**src/rtl/bmru_ram.sv**
```systemverilog
// generic simple dual-port ram with registered read
module bmru_ram #(
    parameter int WIDTH = 32,
    parameter int DEPTH = 128,
    localparam int AW = (DEPTH > 1) ? $clog2(DEPTH) : 1
) (
    input  logic             clk,
    input  logic             we,
    input  logic [AW-1:0]    waddr,
    input  logic [WIDTH-1:0] wdata,
    input  logic [AW-1:0]    raddr,
    output logic [WIDTH-1:0] rdata
);

    logic [WIDTH-1:0] mem [DEPTH];

    always_ff @(posedge clk)
    begin
        if (we)
        begin
            mem[waddr] <= wdata;
        end
        rdata <= mem[raddr];
    end

endmodule

```
**config.mk**
```make
export PLATFORM = sky130hd
export DESIGN_NAME = bmru_ram
export DESIGN_NICKNAME = d
export VERILOG_FILES = /design/src/rtl/bmru_ram.sv
export SDC_FILE = /design/constraint.sdc
export NUM_CORES = 2
export LEC_CHECK = 0
export BUFFER_PORTS_ARGS = -buffer_cell sky130_fd_sc_hd__clkbuf_2
export CAP_MARGIN = 20
export CELL_PAD_IN_SITES_DETAIL_PLACEMENT = 1
export CELL_PAD_IN_SITES_GLOBAL_PLACEMENT = 2
export CORE_UTILIZATION = 47
export DETAILED_ROUTE_END_ITERATION = 10
export PLACE_DENSITY = 0.79
export RECOVER_POWER = 25
export REMOVE_ABC_BUFFERS = 1
export SYNTH_ARGS = -nofsm -noshare
export SYNTH_HDL_FRONTEND = slang
export SYNTH_SLANG_ARGS = --single-unit
```
**constraint.sdc**
```tcl
create_clock -name clk -period 4.4 [get_ports clk]
set_clock_uncertainty 0.2 [all_clocks]
set_input_delay 0.88 -clock clk [delete_from_list [all_inputs] [get_ports clk]]
set_output_delay 0.88 -clock clk [all_outputs]
set_load 0.02 [all_outputs]
```
==> reports/results.tsv <==
metric	value	unit
status	complete, but fails checks	
violations	capacitance limit, slew limit	
ys_ff_latch	4128	
place.gp.congestion	0.808	
totalWireLength	443	mm
start_util	0.473	
period_share	0.879	
cts_root_buf	clkbuf_16	
drt-wirelength-per-cell	39.3	um
via_per_inst	6.53	
syn_avg_cell_area	26.1	um^2
nets	6610	
hold_viol_final	0	
yosysWarnings	0	
cp-start-kind	primary input	
finalWorstSetupSlack	0.534	ns
synthSimpleGateAreaFrac	0.00446	
h-tree-depth	5	
synth_area	0.156	mm^2
die_h	579	um
final_cell_mix	edfxtp_1 (4096), mux4_2 (1344), clkbuf_16 (417), buf_4 (220), buf_12 (174)	
irDropWorstVdd	373	uV
grt_start_max_net_pins	114	
vias	73800	
holdBufCountCts	0	
path_buf_inv	2	
grt_pass1_wl	607	mm
synth_cell_type_count	17	
num_rows	211	
clock_path_buffers	4	
path_cells	clkbuf_1, buf_4	
end_kind	register	
finalSetupViolCount	0	
first_global_vias	75800	
grt_overflow	0	
p_total	83.5	mW
syn-instance-count	5990	
crit_slowest_cell	clkbuf_1	
pin_count	80	
hold-worst-slack	0.529	ns
max_cap_violations	35	
cts_setup_buffers	0	
tightest_slew	3.85	ns
die_area	0.335	mm^2
rsz0062_at_grt	no	
cts_buffers	405	
cp_max_fo	64	
fillers	27300	
core_area	0.331	mm^2
dp_slack	-0.0873	ns
clk_latency	0.97	ns
hold_class	in2reg	
synth_compound_area_frac	0	
maxSlewHeadroom	-1.57	
antenna_found_initial	78	
synthXorXnorAreaFrac	0	
power_density	463	mW/mm^2
arrival	4.37	ns
drcViolationCount	0	
cts_sinks	4128	
drt_iter0_drc	11700	
grtUsageTotal	0.265	
slew_violations	2313	
die_w	579	um
critical_path_class	in2reg	
cts_tree	built	
slowest_delay	2.66	ns
max_freq	0.259	GHz
portBuffers	79	
drtPass1Iterations	5	
post_cts_resized	0	
postRouteAntennaNets	0	
final_common_cell	edfxtp_1	
cp.required	4.90	ns
cp_top_family	buffers and inverters	
post-route-min-period	3.87	ns
hpwl	248	mm
synthAdderAreaFrac	0	
drive_gt1_frac	0.370	
ys_seq_area_frac	0.791	
clk_pin_slew	0.06	ns
synth_top_family_by_area	multiplexers	
synth_mux_area_frac	0.196	
area_delta_synth_final	15.5	%
p_leak	55.4	nW
-- through the flow --
stage                     instance area, um^2  TNS (ns)  utilization  cells
after detailed placement               167000    -0.261        0.505  10500
final                                  180000         0        0.546  11300
after global placement                 167000    -0.207        0.505  10500
after global routing                   180000         0        0.546  11300
after CTS                              180000         0        0.546  11300
after floorplan                        155000         0            -   5674
-- path summary, 6_finish.rpt --
check / slack, ns / to / from / cells after the start
hold reg to reg: 0.96 / rdata[21] / mem[90][21] / 4
setup reg to reg: 1.45 / rdata[27] / mem[93][27] / 4
hold / removal: 0.53 / rdata[25] / raddr[3] / 3
setup / recovery: 0.53 / mem[107][19] / wdata[19] / 2
-- metal layers --
layer,track usage,share of wire,up-vias
met1,0.362,0.36,40200
met3,0.0514,0.11,744
met4,0.0973,0.042,28
met5,0,0.00041,-
li1,-,-,27600
met2,0.427,0.48,5146
-- worst reg2reg max path, cell delays in order (launching register included) --
cell      delay (ns)
edfxtp_1        0.41
mux4_2          0.54
mux4_2          0.64
mux4_2          0.72
mux2_2          0.34
-- registers in the layout, indices dropped and copies added (netlist names) --
name   cells
rdata     32
mem     4096
-- cell usage after synthesis --
cell type  count  area [um^2]
buf_6          2         22.5
clkbuf_1     182          683
buf_2         79          395
edfxtp_1    4096       123000
nand2_1       14         52.6
dfxtp_1       32          641
or3_1          1         6.26
nor2b_1        7         43.8
nor3_1         9         45.0
nand2b_1       2         12.5
buf_1         50          188
nor2_1       122          458
nand3_1       12         60.1
mux4_2      1344        30300
buf_4          3         22.5
mux2_2        32          360
nand4_1        3         18.8
-- report_power, final --
part / switching (mW) / total, mW / internal (mW)
combinational: 2.79 / 4.51 / 1.72
clock: 14.8 / 35.3 / 20.5
sequential: 0.193 / 43.7 / 43.5
-- cells by family (layout without fill, tap and decap cells) --
logic type | after synthesis | after routing
flip-flops | 4128 | 4128
multiplexers | 1376 | 1376
buffers and inverters | 316 | 1220
AND/OR/NAND/NOR | 170 | 170
other | 0 | 32
-- layout make-up --
class	instances	area (um^2)	area share
Antenna cell	32	80.1	0.000444
Timing Repair Buffer	481	5600	0.0310
Sequential cell	4128	124000	0.685
Clock inverter	230	2470	0.0137
Clock buffer	509	10900	0.0604
Tap cell	4366	5460	0.0303
Multi-Input combinational cell	1546	32300	0.179
(Power assumes the default switching activity.)
